===== config.mk =====
export PLATFORM = sky130hd
export DESIGN_NAME = grammar_mode_context_stack
export DESIGN_NICKNAME = d
export VERILOG_FILES = /design/src/gmcs_pkg.sv /design/src/gmcs_ctrl.sv /design/src/gmcs_dpath.sv /design/src/grammar_mode_context_stack.sv
export SDC_FILE = /design/constraint.sdc
export NUM_CORES = 2
export LEC_CHECK = 0
export BUFFER_PORTS_ARGS = -buffer_cell sky130_fd_sc_hd__buf_2
export CAP_MARGIN = 5
export CORE_ASPECT_RATIO = 1.5
export CORE_MARGIN = 1
export CORE_UTILIZATION = 35
export DETAILED_ROUTE_END_ITERATION = 10
export HOLD_SLACK_MARGIN = 0.05
export PLACE_DENSITY = 0.55
export SLEW_MARGIN = 20
export SYNTH_ARGS = -nofsm -noshare
export SYNTH_HDL_FRONTEND = slang
export SYNTH_HIERARCHICAL = 1
export SYNTH_SLANG_ARGS = --single-unit
export TNS_END_PERCENT = 50

===== constraint.sdc =====
create_clock -name i_clk -period 7.05 [get_ports i_clk]
set_input_delay 1.41 -clock i_clk [delete_from_list [all_inputs] [get_ports i_clk]]
set_output_delay 1.41 -clock i_clk [all_outputs]
set_load 0.02 [all_outputs]

===== src/gmcs_pkg.sv =====
// ----------------------------------------------------------------------------
// gmcs_pkg
// Shared sizes, codes and controller/datapath handshake types for the grammar
// mode context stack.
// ----------------------------------------------------------------------------
package gmcs_pkg;

    localparam int STACK_DEPTH = 32;
    localparam int MODE_SLOTS  = 16;

    localparam int SLOT_W     = (MODE_SLOTS > 1) ? $clog2(MODE_SLOTS) : 1;
    localparam int SLOT_CNT_W = $clog2(MODE_SLOTS + 1);
    localparam int STK_W      = $clog2(STACK_DEPTH);
    localparam int STK_CNT_W  = $clog2(STACK_DEPTH + 1);

    localparam int CMD_W      = 3;
    localparam int TOKEN_W    = 16;
    localparam int MODE_W     = 8;
    localparam int OFFSET_W   = 32;
    localparam int CODE_W     = 17;
    localparam int LEVEL_W    = 16;
    localparam int NEST_W     = 5;

    localparam int IN_DATA_W  = 96;
    localparam int OUT_DATA_W = 72;

    localparam logic [CODE_W-1:0]  EXIT_BY_DEPTH = '1;
    localparam logic [LEVEL_W-1:0] LEVEL_MAX     = 16'h7fff;
    localparam logic [LEVEL_W-1:0] LEVEL_MIN     = 16'h8000;

    typedef enum logic [CMD_W-1:0] {
        CMD_REGISTER = 3'd0,
        CMD_SWITCH   = 3'd1,
        CMD_EXIT     = 3'd2,
        CMD_PUSH     = 3'd3,
        CMD_POP      = 3'd4,
        CMD_OPEN     = 3'd5,
        CMD_CLOSE    = 3'd6
    } t_cmd;

    typedef enum logic [1:0] {
        CHG_NONE = 2'd0,
        CHG_PUSH = 2'd1,
        CHG_POP  = 2'd2
    } t_change;

    typedef struct packed {
        logic load;
        logic scan;
        logic exec;
        logic post;
    } t_ctrl;

    typedef struct packed {
        logic scan_done;
        logic out_free;
    } t_status;

endpackage


===== src/gmcs_ctrl.sv =====
// ----------------------------------------------------------------------------
// gmcs_ctrl
// Controller: accepts an item, steps the slot scan, commits, then loads the
// result register.
// ----------------------------------------------------------------------------
module gmcs_ctrl (
    input  logic            i_clk,
    input  logic            i_rst_n,
    input  logic            i_in_valid,
    output logic            o_in_ready,
    input  gmcs_pkg::t_status i_status,
    output gmcs_pkg::t_ctrl   o_ctrl
);
    import gmcs_pkg::*;

    typedef enum logic [1:0] {
        ST_IDLE,
        ST_SCAN,
        ST_EXEC,
        ST_POST
    } t_state;

    t_state r_state;
    logic   r_ready;
    logic   accept;

    assign accept     = i_in_valid && r_ready;
    assign o_in_ready = r_ready;

    always_comb begin
        o_ctrl      = '0;
        o_ctrl.load = accept;
        o_ctrl.scan = (r_state == ST_SCAN);
        o_ctrl.exec = (r_state == ST_EXEC);
        o_ctrl.post = (r_state == ST_POST) && i_status.out_free;
    end

    always_ff @(posedge i_clk) begin
        if (!i_rst_n) begin
            r_state <= ST_IDLE;
            r_ready <= 1'b0;
        end else begin
            case (r_state)
                ST_IDLE: begin
                    if (accept) begin
                        r_state <= ST_SCAN;
                        r_ready <= 1'b0;
                    end else begin
                        r_ready <= 1'b1;
                    end
                end
                ST_SCAN: begin
                    if (i_status.scan_done) begin
                        r_state <= ST_EXEC;
                    end
                end
                ST_EXEC: begin
                    r_state <= ST_POST;
                end
                ST_POST: begin
                    if (i_status.out_free) begin
                        r_state <= ST_IDLE;
                        r_ready <= 1'b1;
                    end
                end
                default: begin
                    r_state <= ST_IDLE;
                    r_ready <= 1'b1;
                end
            endcase
        end
    end

endmodule


===== src/gmcs_dpath.sv =====
// ----------------------------------------------------------------------------
// gmcs_dpath
// Datapath: item registers, mode table, context stack, bracket counter, slot
// scan and result register.
// ----------------------------------------------------------------------------
module gmcs_dpath (
    input  logic                             i_clk,
    input  logic                             i_rst_n,
    input  gmcs_pkg::t_ctrl                  i_ctrl,
    output gmcs_pkg::t_status                o_status,
    input  logic [gmcs_pkg::IN_DATA_W-1:0]   i_in_data,
    input  logic [gmcs_pkg::CMD_W-1:0]       i_in_user,
    input  logic                             i_cfg_valid,
    input  logic [gmcs_pkg::MODE_W-1:0]      i_cfg_data,
    output logic                             o_out_valid,
    input  logic                             i_out_ready,
    output logic [gmcs_pkg::OUT_DATA_W-1:0]  o_out_data
);
    import gmcs_pkg::*;

    // item
    t_cmd                r_cmd;
    logic [TOKEN_W-1:0]  r_tok;
    logic [MODE_W-1:0]   r_mode;
    logic [OFFSET_W-1:0] r_offs;
    logic [CODE_W-1:0]   r_trig;
    logic [CODE_W-1:0]   r_exit;

    // mode table
    logic [MODE_W-1:0]     r_tbl_mode [MODE_SLOTS];
    logic [CODE_W-1:0]     r_tbl_trig [MODE_SLOTS];
    logic [CODE_W-1:0]     r_tbl_exit [MODE_SLOTS];
    logic [SLOT_CNT_W-1:0] r_tbl_cnt;

    // context stack
    logic [MODE_W-1:0]    r_stk_mode  [STACK_DEPTH];
    logic [LEVEL_W-1:0]   r_stk_level [STACK_DEPTH];
    logic [OFFSET_W-1:0]  r_stk_off   [STACK_DEPTH];
    logic [STK_CNT_W-1:0] r_stk_cnt;

    logic [LEVEL_W-1:0] r_bc;
    logic [MODE_W-1:0]  r_root;

    // scan and result
    logic [SLOT_CNT_W-1:0] r_scan;
    logic                  r_found;
    logic                  r_ok;
    t_change               r_change;
    logic [MODE_W-1:0]     r_from;
    logic                  r_out_valid;
    logic [OUT_DATA_W-1:0] r_out_data;

    logic [STK_CNT_W-1:0]   stk_cnt_m1;
    logic [STK_W-1:0]       top_idx;
    logic                   at_root;
    logic [MODE_W-1:0]      top_mode;
    logic [OFFSET_W-1:0]    top_off;
    logic [STK_CNT_W+4:0]   nest_ext;
    logic [SLOT_W-1:0]      slot;
    logic                   scan_end;
    logic [MODE_W-1:0]      key_mode;
    logic                   key_hit;
    logic                   need_scan;
    logic                   hit;
    logic                   scan_done;

    logic                   can_push;
    logic                   can_pop;
    logic [LEVEL_W-1:0]     bc_inc;
    logic [LEVEL_W-1:0]     bc_dec;
    logic [LEVEL_W-1:0]     n_bc;
    logic                   n_ok;
    t_change                n_change;
    logic [MODE_W-1:0]      push_mode;
    logic                   do_reg;
    logic                   do_push;
    logic                   do_pop;

    assign stk_cnt_m1 = r_stk_cnt - 1'b1;
    assign top_idx    = stk_cnt_m1[STK_W-1:0];
    assign at_root    = (r_stk_cnt < STK_CNT_W'(2));
    assign top_mode   = at_root ? r_root : r_stk_mode[top_idx];
    assign top_off    = at_root ? '0 : r_stk_off[top_idx];
    assign nest_ext   = {5'b0, stk_cnt_m1};

    assign slot     = r_scan[SLOT_W-1:0];
    assign scan_end = (r_scan == r_tbl_cnt);
    assign key_mode = (r_cmd == CMD_EXIT || r_cmd == CMD_CLOSE) ? top_mode : r_mode;

    always_comb begin
        key_hit   = 1'b0;
        need_scan = 1'b1;
        case (r_cmd)
            CMD_SWITCH: begin
                key_hit = !r_tbl_trig[slot][CODE_W-1] && (r_tbl_trig[slot][TOKEN_W-1:0] == r_tok);
            end
            CMD_REGISTER, CMD_EXIT, CMD_PUSH, CMD_CLOSE: begin
                key_hit = (r_tbl_mode[slot] == key_mode);
            end
            default: begin
                need_scan = 1'b0;
            end
        endcase
    end

    assign hit       = !scan_end && key_hit;
    assign scan_done = !need_scan || scan_end || key_hit;

    assign o_status.scan_done = scan_done;
    assign o_status.out_free  = !r_out_valid || i_out_ready;

    assign can_push = (r_stk_cnt < STK_CNT_W'(STACK_DEPTH));
    assign can_pop  = !at_root;
    assign bc_inc   = (r_bc == LEVEL_MAX) ? r_bc : r_bc + 1'b1;
    assign bc_dec   = (r_bc == LEVEL_MIN) ? r_bc : r_bc - 1'b1;

    always_comb begin
        n_ok      = 1'b0;
        n_change  = CHG_NONE;
        n_bc      = r_bc;
        push_mode = r_mode;
        do_reg    = 1'b0;
        do_push   = 1'b0;
        do_pop    = 1'b0;
        case (r_cmd)
            CMD_REGISTER: begin
                do_reg = (r_tbl_cnt < SLOT_CNT_W'(MODE_SLOTS)) && !r_found;
            end
            CMD_SWITCH: begin
                push_mode = r_tbl_mode[slot];
                do_push   = r_found && can_push;
            end
            CMD_EXIT: begin
                do_pop = can_pop && r_found && !r_tbl_exit[slot][CODE_W-1]
                         && (r_tbl_exit[slot][TOKEN_W-1:0] == r_tok);
            end
            CMD_PUSH: begin
                do_push = r_found && can_push;
            end
            CMD_POP: begin
                do_pop = can_pop;
            end
            CMD_OPEN: begin
                n_bc = bc_inc;
                n_ok = 1'b1;
            end
            CMD_CLOSE: begin
                n_bc   = bc_dec;
                do_pop = can_pop && r_found && (r_tbl_exit[slot] == EXIT_BY_DEPTH)
                         && ($signed(bc_dec) < $signed(r_stk_level[top_idx]));
            end
            default: begin
                n_ok = 1'b0;
            end
        endcase
        if (do_reg || do_push || do_pop) begin
            n_ok = 1'b1;
        end
        if (do_push) begin
            n_change = CHG_PUSH;
        end else if (do_pop) begin
            n_change = CHG_POP;
        end
    end

    // payload registers
    always_ff @(posedge i_clk) begin
        if (i_ctrl.load) begin
            r_cmd  <= t_cmd'(i_in_user);
            r_tok  <= i_in_data[15:0];
            r_mode <= i_in_data[23:16];
            r_offs <= i_in_data[55:24];
            r_trig <= i_in_data[72:56];
            r_exit <= i_in_data[89:73];
        end
        if (i_ctrl.exec) begin
            r_ok     <= n_ok;
            r_change <= n_change;
            r_from   <= top_mode;
            if (do_reg) begin
                r_tbl_mode[r_tbl_cnt[SLOT_W-1:0]] <= r_mode;
                r_tbl_trig[r_tbl_cnt[SLOT_W-1:0]] <= r_trig;
                r_tbl_exit[r_tbl_cnt[SLOT_W-1:0]] <= r_exit;
            end
            if (do_push) begin
                r_stk_mode[r_stk_cnt[STK_W-1:0]]  <= push_mode;
                r_stk_level[r_stk_cnt[STK_W-1:0]] <= r_bc;
                r_stk_off[r_stk_cnt[STK_W-1:0]]   <= r_offs;
            end
        end
        if (i_ctrl.post) begin
            r_out_data <= {top_off, r_bc, nest_ext[NEST_W-1:0], top_mode, r_from,
                           r_change, r_ok};
        end
    end

    // control state
    always_ff @(posedge i_clk) begin
        if (!i_rst_n) begin
            r_tbl_cnt   <= '0;
            r_stk_cnt   <= STK_CNT_W'(1);
            r_bc        <= '0;
            r_root      <= '0;
            r_scan      <= '0;
            r_found     <= 1'b0;
            r_out_valid <= 1'b0;
        end else begin
            if (i_cfg_valid) begin
                r_root <= i_cfg_data;
            end
            if (i_ctrl.load) begin
                r_scan  <= '0;
                r_found <= 1'b0;
            end else if (i_ctrl.scan) begin
                if (hit) begin
                    r_found <= 1'b1;
                end
                if (!scan_done) begin
                    r_scan <= r_scan + 1'b1;
                end
            end
            if (i_ctrl.exec) begin
                r_bc <= n_bc;
                if (do_reg) begin
                    r_tbl_cnt <= r_tbl_cnt + 1'b1;
                end
                if (do_push) begin
                    r_stk_cnt <= r_stk_cnt + 1'b1;
                end else if (do_pop) begin
                    r_stk_cnt <= stk_cnt_m1;
                end
            end
            if (i_ctrl.post) begin
                r_out_valid <= 1'b1;
            end else if (i_out_ready) begin
                r_out_valid <= 1'b0;
            end
        end
    end

    assign o_out_valid = r_out_valid;
    assign o_out_data  = r_out_data;

endmodule


===== src/grammar_mode_context_stack.sv =====
// ----------------------------------------------------------------------------
// grammar_mode_context_stack
// Mode table with trigger/exit tokens, context stack and saturating bracket
// counter; one result item per command item.
//
//   channel   dir   signals                      contents
//   s_axis    in    tvalid tready tdata tuser    command item
//   m_axis    out   tvalid tready tdata          result item
//   cfg       in    valid ready data             root_mode register
//
// An item is accepted only while the block is idle, so a new item waits until
// the last one has been scanned, committed and loaded into the result register;
// commands other than POP and OPEN scan the mode table linearly, one slot per cycle.
// Reset empties the mode table, leaves only the root entry on the stack and
// clears the bracket counter and root_mode; s_axis and cfg become ready in the
// cycle after reset is released, and cfg is taken only while s_axis is ready.
// A result waits in the output register while the block is accepting the next
// item; the next result is held back until m_axis takes the previous one.
// ----------------------------------------------------------------------------
module grammar_mode_context_stack (
    input  logic                             i_clk,
    input  logic                             i_rst_n,
    input  logic                             i_s_axis_tvalid,
    output logic                             o_s_axis_tready,
    // token, mode_id, src_offset, trigger_code, exit_code, zero pad
    input  logic [gmcs_pkg::IN_DATA_W-1:0]   i_s_axis_tdata,
    // command
    input  logic [gmcs_pkg::CMD_W-1:0]       i_s_axis_tuser,
    output logic                             o_m_axis_tvalid,
    input  logic                             i_m_axis_tready,
    // success, change, from_mode, to_mode, nesting, bracket_level, top_offset
    output logic [gmcs_pkg::OUT_DATA_W-1:0]  o_m_axis_tdata,
    input  logic                             i_cfg_valid,
    output logic                             o_cfg_ready,
    input  logic [gmcs_pkg::MODE_W-1:0]      i_cfg_data
);
    import gmcs_pkg::*;

    t_ctrl   ctrl;
    t_status status;

    assign o_cfg_ready = o_s_axis_tready;

    gmcs_ctrl u_ctrl (
        .i_clk      (i_clk),
        .i_rst_n    (i_rst_n),
        .i_in_valid (i_s_axis_tvalid),
        .o_in_ready (o_s_axis_tready),
        .i_status   (status),
        .o_ctrl     (ctrl)
    );

    gmcs_dpath u_dpath (
        .i_clk       (i_clk),
        .i_rst_n     (i_rst_n),
        .i_ctrl      (ctrl),
        .o_status    (status),
        .i_in_data   (i_s_axis_tdata),
        .i_in_user   (i_s_axis_tuser),
        .i_cfg_valid (i_cfg_valid && o_cfg_ready),
        .i_cfg_data  (i_cfg_data),
        .o_out_valid (o_m_axis_tvalid),
        .i_out_ready (i_m_axis_tready),
        .o_out_data  (o_m_axis_tdata)
    );

endmodule


# ---- After elaboration in Yosys (flattened, before gate mapping)
# Memories as Yosys holds them, arrays and structs flattened. A register that Yosys moved wholly into a read port is not among the register bits.
# Cells that the tools add are included.
# Widths: inputs -> output; s select.
dict set report totals {
  ff_bits 189
  mem_bits_rw 2464
  input_bits 112
  out_inout_bits 75
  word_cells 135
  mem_count 6
}
# memory depth width read_ports rd_ports_with_merged_regs write_ports line
set memory_table {}
lappend memory_table {u_dpath.r_stk_off 32 32 1 1 1 gmcs_dpath.sv:38} ;# logic [OFFSET_W-1:0] r_stk_off [STACK_DEPTH];
lappend memory_table {u_dpath.r_stk_level 32 16 1 0 1 gmcs_dpath.sv:37} ;# logic [LEVEL_W-1:0] r_stk_level [STACK_DEPTH];
lappend memory_table {u_dpath.r_tbl_exit 16 17 1 1 1 gmcs_dpath.sv:32} ;# logic [CODE_W-1:0] r_tbl_exit [MODE_SLOTS];
lappend memory_table {u_dpath.r_tbl_trig 16 17 1 1 1 gmcs_dpath.sv:31} ;# logic [CODE_W-1:0] r_tbl_trig [MODE_SLOTS];
lappend memory_table {u_dpath.r_stk_mode 32 8 1 0 1 gmcs_dpath.sv:36} ;# logic [MODE_W-1:0] r_stk_mode [STACK_DEPTH];
lappend memory_table {u_dpath.r_tbl_mode 16 8 1 1 1 gmcs_dpath.sv:30} ;# logic [MODE_W-1:0] r_tbl_mode [MODE_SLOTS];
dict set report op_classes {
  n_addsub 6
  magnitude_cmp 4
  eq_ne 20
  n_mux 36
  bitwise_logic 2
  reduce_logical 42
}
# op count
set op_table {}
lappend op_table {{$eq 16x16->1} 2}
lappend op_table {{$mux 16} 2}
lappend op_table {{$pmux 16 s2} 1}
lappend op_table {{$mux 4} 6}
lappend op_table {{$mux 8} 3}
lappend op_table {{$eq 17x17->1 const B} 1}
lappend op_table {{$add 16x1->16 const B} 1}
lappend op_table {{$eq 16x15->1 const B} 1}
lappend op_table {{$eq 16x16->1 const B} 1}
lappend op_table {{$lt 16x16->1} 1}
lappend op_table {{$sub 16x1->16 const B} 1}
lappend op_table {{$mux 1} 14}
lappend op_table {{$logic_and 1x1->1} 12}
lappend op_table {{$mux 6} 2}
lappend op_table {{$add 5x1->5 const B} 2}
lappend op_table {{$reduce_and 2->1} 5}
lappend op_table {{$eq 3x3->1 const B} 3}
lappend op_table {{$eq 8x8->1} 1}
lappend op_table {{$mux 2} 4}
lappend op_table {{$pmux 2 s4} 1}
lappend op_table {{$reduce_bool 2->1} 4}
lappend op_table {{$logic_not 1->1} 7}
lappend op_table {{$add 6x1->6 const B} 1}
lappend op_table {{$eq 3x2->1 const B} 2}
lappend op_table {{other kinds (20)} 32}

# ---- Depth between registers and ports, before layout
# An unclocked memory read counts as a cell.
dict set report logic_depth {
  ltp_word 11
  depth_mapped 26
  depth_no_buf 21
}

# ---- Modules after synthesis
# Netlist, hierarchy kept.
# mod instances cells_per_inst area_per_inst_um2 seq_area_each_um2
set by_module_without_submodules {}
lappend by_module_without_submodules {gmcs_dpath 1 4591 103463.0 80196.9}
lappend by_module_without_submodules {gmcs_ctrl 1 25 237.7 60.1}
lappend by_module_without_submodules {grammar_mode_context_stack 1 2 13.8 0.0}

# ---- Worst setup path after synthesis
# No wires, ideal clock.
dict set report synth_timing {
  path_kind {reg2reg}
  from {reg u_dpath.r_stk_cnt[0]}
  to {reg u_dpath.r_stk_cnt[5]}
  setup_ns 0.128
  t_arrival_ns 5.933
  required_time_ns 6.922
  path_slack_ns 0.989
  stages_incl_launch_ff 27
  n_path_buf 10
  synth_period_minus_slack_ns 6.061
  path_cell_list {dfxtp_1 > buf_6 > inv_1 > buf_2 > ha_1 > buf_2 > buf_2 > buf_2 > buf_2 > buf_2 > clkbuf_1 > clkbuf_1 > clkbuf_1 > mux4_2 > mux4_2 > mux2i_1 > ha_1 > a211oi_1 > mux2i_1 > nor4b_1 > and4_1 > o311ai_0 > nor4_1 > a22oi_1 > a31oi_1 > mux2i_1 > nor2_1}
}
dict set report synth_between {
  word_cells_on_any_way 19
  cone_classes {add/sub: 2; order compare: 3; mux: 4; reduce/logical: 9; memory: 1}
}
# element line
set synth_lines {}
lappend synth_lines {{start, declared} gmcs_dpath.sv:39} ;# logic [STK_CNT_W-1:0] r_stk_cnt;
lappend synth_lines {{start signal, assigned} gmcs_dpath.sv:228} ;# r_stk_cnt <= r_stk_cnt + 1'b1;
lappend synth_lines {{start signal, assigned} gmcs_dpath.sv:230} ;# r_stk_cnt <= stk_cnt_m1;
lappend synth_lines {{$sub 6x1->6} gmcs_dpath.sv:79} ;# assign stk_cnt_m1 = r_stk_cnt - 1'b1;
lappend synth_lines {{via u_dpath.stk_cnt_m1[0]} gmcs_dpath.sv:53} ;# logic [STK_CNT_W-1:0] stk_cnt_m1;
lappend synth_lines {{$mem_v2 32x16} --}
lappend synth_lines {{$lt 16x16->1} gmcs_dpath.sv:150} ;# && ($signed(bc_dec) < $signed(r_stk_level[top_idx]));
lappend synth_lines {{$logic_and 1x1->1} gmcs_dpath.sv:150}
lappend synth_lines {{$pmux 1 s3} gmcs_dpath.sv:125} ;# case (r_cmd)
lappend synth_lines {{$reduce_bool 2->1 (no line)} --}
lappend synth_lines {{$reduce_and 2->1 (no line)} --}
# The timed path passes the listed nets, and every way through them passes these cells. The select of a mux whose other input is x is not followed.
# A chain may end at the register's enable or synchronous reset.

# ---- Worst setup path after layout
dict set report layout_timing {
  from {reg u_dpath.r_stk_cnt[0]}
  to {reg u_dpath.r_stk_cnt[2]}
}
dict set report layout_between {
  elab_chain_len 8
  word_cells_on_any_way 19
  cone_classes {add/sub: 2; order compare: 3; mux: 4; reduce/logical: 9; memory: 1}
}
# element
set layout_rtl {}
lappend layout_rtl {{parallel branches: the longest is 8 deep, another holds $mem_v2 32x16}}
# Parallel ways; which one is timed is not known. The select of a mux whose other input is x is not followed.

==> impl_metrics.csv <==
group,metric,value,unit
status,outcome,"completed",
synthesis,seq_area_frac_synth,77.4,%
layout,multi_input_area,22600,um^2
min_path,hp-class,"flop to flop",
clock_network,htree_levels,4,
die,start_util,35.2,%
die,rows,244,
synthesis,synth_edf_count,2640,
clock_network,clockRootBuffer,"clkbuf_16",
placed_design,dp_slack,0.994,ns
timing,fin_tns_setup,0,ns
global_route,grt_pass1_wl,379000,um
clock_network,clk_path_buf_depth,4,
layout,nNetsFinal,5103,
timing,max_freq,0.164,GHz
clock_network,cts_tree,"built",
worst_setup_path,cp_max_fo,44,
timing,hold_viol_final,0,
worst_setup_path,crit_path_top_delay_cell,"ha_4",
clock_network,clk-insertion-delay-late,0.91,ns
drt,first_iter_violations,4295,
power_and_ir_drop,clkPwrFrac,40.0,%
timing,finalCriticalPeriod,6.11,ns
synthesis,ys.flop_type,"edfxtp_1",
drt,drt_pass1_iterations,5,
drt,viasPerCell,5.31,
die,ios,187,
power_and_ir_drop,power.total,32.8,mW
worst_setup_path,crit_chain,"inv_1 -> ha_4 -> buf_4 -> mux4_2 -> mux4_2 -> mux2i_1 -> ha_1 -> mux2i_1 -> nor4b_1 -> and4_1 -> o311ai_0 -> nor4_1 -> a22oi_1 -> buf_4 -> a311oi_2 -> xnor2_1 -> nor2_1",
power_and_ir_drop,irDropWorstVdd,0.000246,V
synthesis,yosysWarnings,6,
synthesis,ys_top_cells_by_area,"edfxtp_1 76%, mux4_2 15%, mux2i_1 1.1%",
synthesis,netlist_area,104000,um^2
drt,drc,0,
layout,fillers,25900,
clock_network,ctsResizeCount,0,
global_route,grt-ovfl-total,0,
layout,areaGrowthSynthToFinish,13.8,%
drt,ant_nets,0,
power_and_ir_drop,p_sw,7.06,mW
power_and_ir_drop,internal_power,25.7,mW
power_and_ir_drop,switching_share,21.5,%
synthesis,syn_inst,4618,
timing,finalMaxSlewViolations,0,
timing,maxSlewHeadroom,22.7,%
synthesis,syn-num-nets,4762,
timing,rsz0062_at_grt,"false",
placed_design,gp_congestion,0.797,
worst_setup_path,cp_num_buf_inv,3,
synthesis,synth_cell_types,87,
synthesis,post-synth-top-area-fraction,76.4,%
timing,finalClockSkew,0.0850,ns
worst_setup_path,cp.arrival,6.87,ns
clock_network,cts_buffers,248,
worst_setup_path,ff2ff_path_depth,17,
layout,postLayoutCoreUtil,40.1,%
placed_design,detailed_place_hpwl,145000,um
worst_setup_path,path_delay_family,"multiplexers",
worst_setup_path,critPathRequiredTime,7.81,ns
timing,fin_ws,0.938,ns
die,coreArea,295000,um^2
power_and_ir_drop,leakagePower,36.8,nW
layout,drive_gt1_share,28.5,%
synthesis,syn-mean-instance-area,22.5,um^2
drt,wl_per_cell,29.7,um
synthesis,synth_area_leader_cell,"edfxtp_1",
worst_setup_path,slowest_delay,0.77,ns
clock_network,cts_sinks,2689,
synthesis,ys_async_sr_fraction,0,%
die,fp.dieH,669,um
placed_design,dp.cells,8645,
power_and_ir_drop,seq_power_share,55.7,%
timing,setup_viol_count_final,0,
placed_design,portBuffers,180,
worst_setup_path,path_depth,17,
worst_setup_path,cp-start-kind,"flop",
die,fp.dieW,446,um
synthesis,ys_seq_elements,2689,
clock_network,postCtsHoldBufs,0,
global_route,grt_max_degree,107,
layout,stdcell_count,9099,
global_route,antenna_found_initial,8,
drt,routed_wl,271000,um
timing,tightest_slew,1.15,ns
flow_run,drv_cap,0,
power_and_ir_drop,p_comb_share,4.3,%
clock_network,path_clk_slew,0.06,ns
global_route,grt_pass1_vias,50500,
clock_network,postCtsSetupRepairBufs,0,
power_and_ir_drop,powerDensity,278,nW/um^2
min_path,min_path_cells,0,
global_route,grt_usage,17.9,%
drt,vias,48400,
timing,period_share,86.7,%
worst_setup_path,critPathKind,"flop to flop",
layout,seqCellArea,80300,um^2
die,die_area,299000,um^2
worst_setup_path,endpoint_kind,"flop",
## registers in the layout (all words and copies together) (netlist names), 3 cells and up, named ones only
| signal | cells |
|---|---|
| u_dpath/r_tbl_trig | 272 |
| u_dpath/r_cmd | 3 |
| u_dpath/r_stk_cnt | 6 |
| u_dpath/o_out_data | 72 |
| u_dpath/r_scan | 5 |
| u_dpath/r_offs | 32 |
| u_dpath/r_bc | 16 |
| u_dpath/r_mode | 8 |
| u_dpath/r_stk_off | 1024 |
| u_dpath/r_root | 8 |
| u_dpath/r_tok | 16 |
| u_dpath/r_from | 8 |
| u_dpath/r_exit | 17 |
| u_dpath/r_tbl_mode | 128 |
| u_dpath/r_trig | 17 |
| u_dpath/r_stk_level | 512 |
| u_dpath/r_tbl_exit | 272 |
| u_dpath/r_stk_mode | 256 |
| u_dpath/r_tbl_cnt | 5 |
## path summary, 6_finish.rpt
kind | startpoint | end | slack [ns]
min reg2reg | u_dpath/r_from[1] | u_dpath/o_out_data[4] | 0.42
min | u_dpath/r_from[1] | u_dpath/o_out_data[4] | 0.42
max | u_dpath/r_stk_cnt[0] | u_dpath/r_stk_cnt[2] | 0.94
max reg2reg | u_dpath/r_stk_cnt[0] | u_dpath/r_stk_cnt[2] | 0.94
## stage by stage
| step | cell area [um^2] | hold WS [ns] |
|---|---|---|
| after floorplan | 104000 | 0.400 |
| after global placement | 110000 | 0.404 |
| after detailed placement | 110000 | 0.408 |
| after CTS | 118000 | 0.423 |
| after global routing | 118000 | 0.429 |
| final | 118000 | 0.420 |
## final cells by class
type / count / area share (%)
flip-flops and latches: 2689 / 68.0
multi-input cells: 1669 / 19.2
clock buffers: 306 / 5.52
well taps: 3936 / 4.17
repair buffers: 326 / 1.99
clock inverters: 144 / 1.05
inverters: 25 / 0.0922
diodes: 4 / 0.00848
## kinds of logic after synthesis
family                     share of synthesized area, %
muxes                                              16.5
DFF                                                77.4
buffers and inverters                              1.22
adders and majority gates                         0.386
xor gates and xnor gates                          0.656
AOI/OAI and AO/OA                                  1.44
and+or+nand+nor                                    2.37
## layout by cell type, fill, tap and decap left out, drive strengths merged, types with 29 or more instances in the layout
| master | synthesis | routed |
|---|---|---|
| dfxtp | 49 | 49 |
| clkinv | 2 | 107 |
| buf | 124 | 326 |
| nand2 | 172 | 172 |
| xnor2 | 45 | 45 |
| mux4 | 704 | 704 |
| xor2 | 31 | 31 |
| edfxtp | 2640 | 2640 |
| inv | 23 | 29 |
| clkbuf | 111 | 306 |
| ha | 32 | 32 |
| nor2 | 126 | 126 |
| o21ai | 47 | 47 |
| a21oi | 74 | 74 |
| mux2i | 111 | 111 |
## power by group through the flow
stage	Clock (mW)	Combinational, mW	Sequential (mW)
3_5_place_dp	0	1.44	18.6
5_1_grt	13.9	1.51	18.3
6_report	13.1	1.42	18.3
2_1_floorplan	0	0.882	18.5
3_3_place_gp	0	1.43	18.6
4_1_cts	13.4	1.44	18.3
## metal layers
layer / track usage, % / vias to the layer above / part of all wire (%)
li1: - / 20100 / -
met1: 21.7 / 26600 / 39
met2: 33.1 / 1269 / 54
met3: 2.16 / 381 / 4.1
met4: 5.15 / 2 / 2.8
met5: 0 / - / 0.0048
## Yosys cell counts, types with 4 or more instances
cell and number:
o31ai_1 7, o21ai_0 44, or3_1 10, and3_1 10, a32oi_1 5, buf_1 45
nor3_1 28, a31oi_1 11, or2_2 8, mux2_2 15, nor2_1 126, or4_1 6
a21oi_1 74, clkbuf_1 111, nor2b_1 10, nand2_1 171, xor2_1 31, a221oi_1 9
inv_1 22, mux4_2 698, nand3_1 28, nand4_1 26, mux2i_1 111, a211oi_1 5
nor3b_1 20, mux4_1 6, dfxtp_1 49, ha_1 32, nor4_1 5, nand2b_1 11
o22ai_1 10, xnor2_1 43, a22oi_1 18, buf_6 13, and2_1 9, and4_1 4
a21o_1 10, nand3b_1 13, edfxtp_1 2640, buf_2 40, buf_4 21
(Power assumes the default switching activity.)
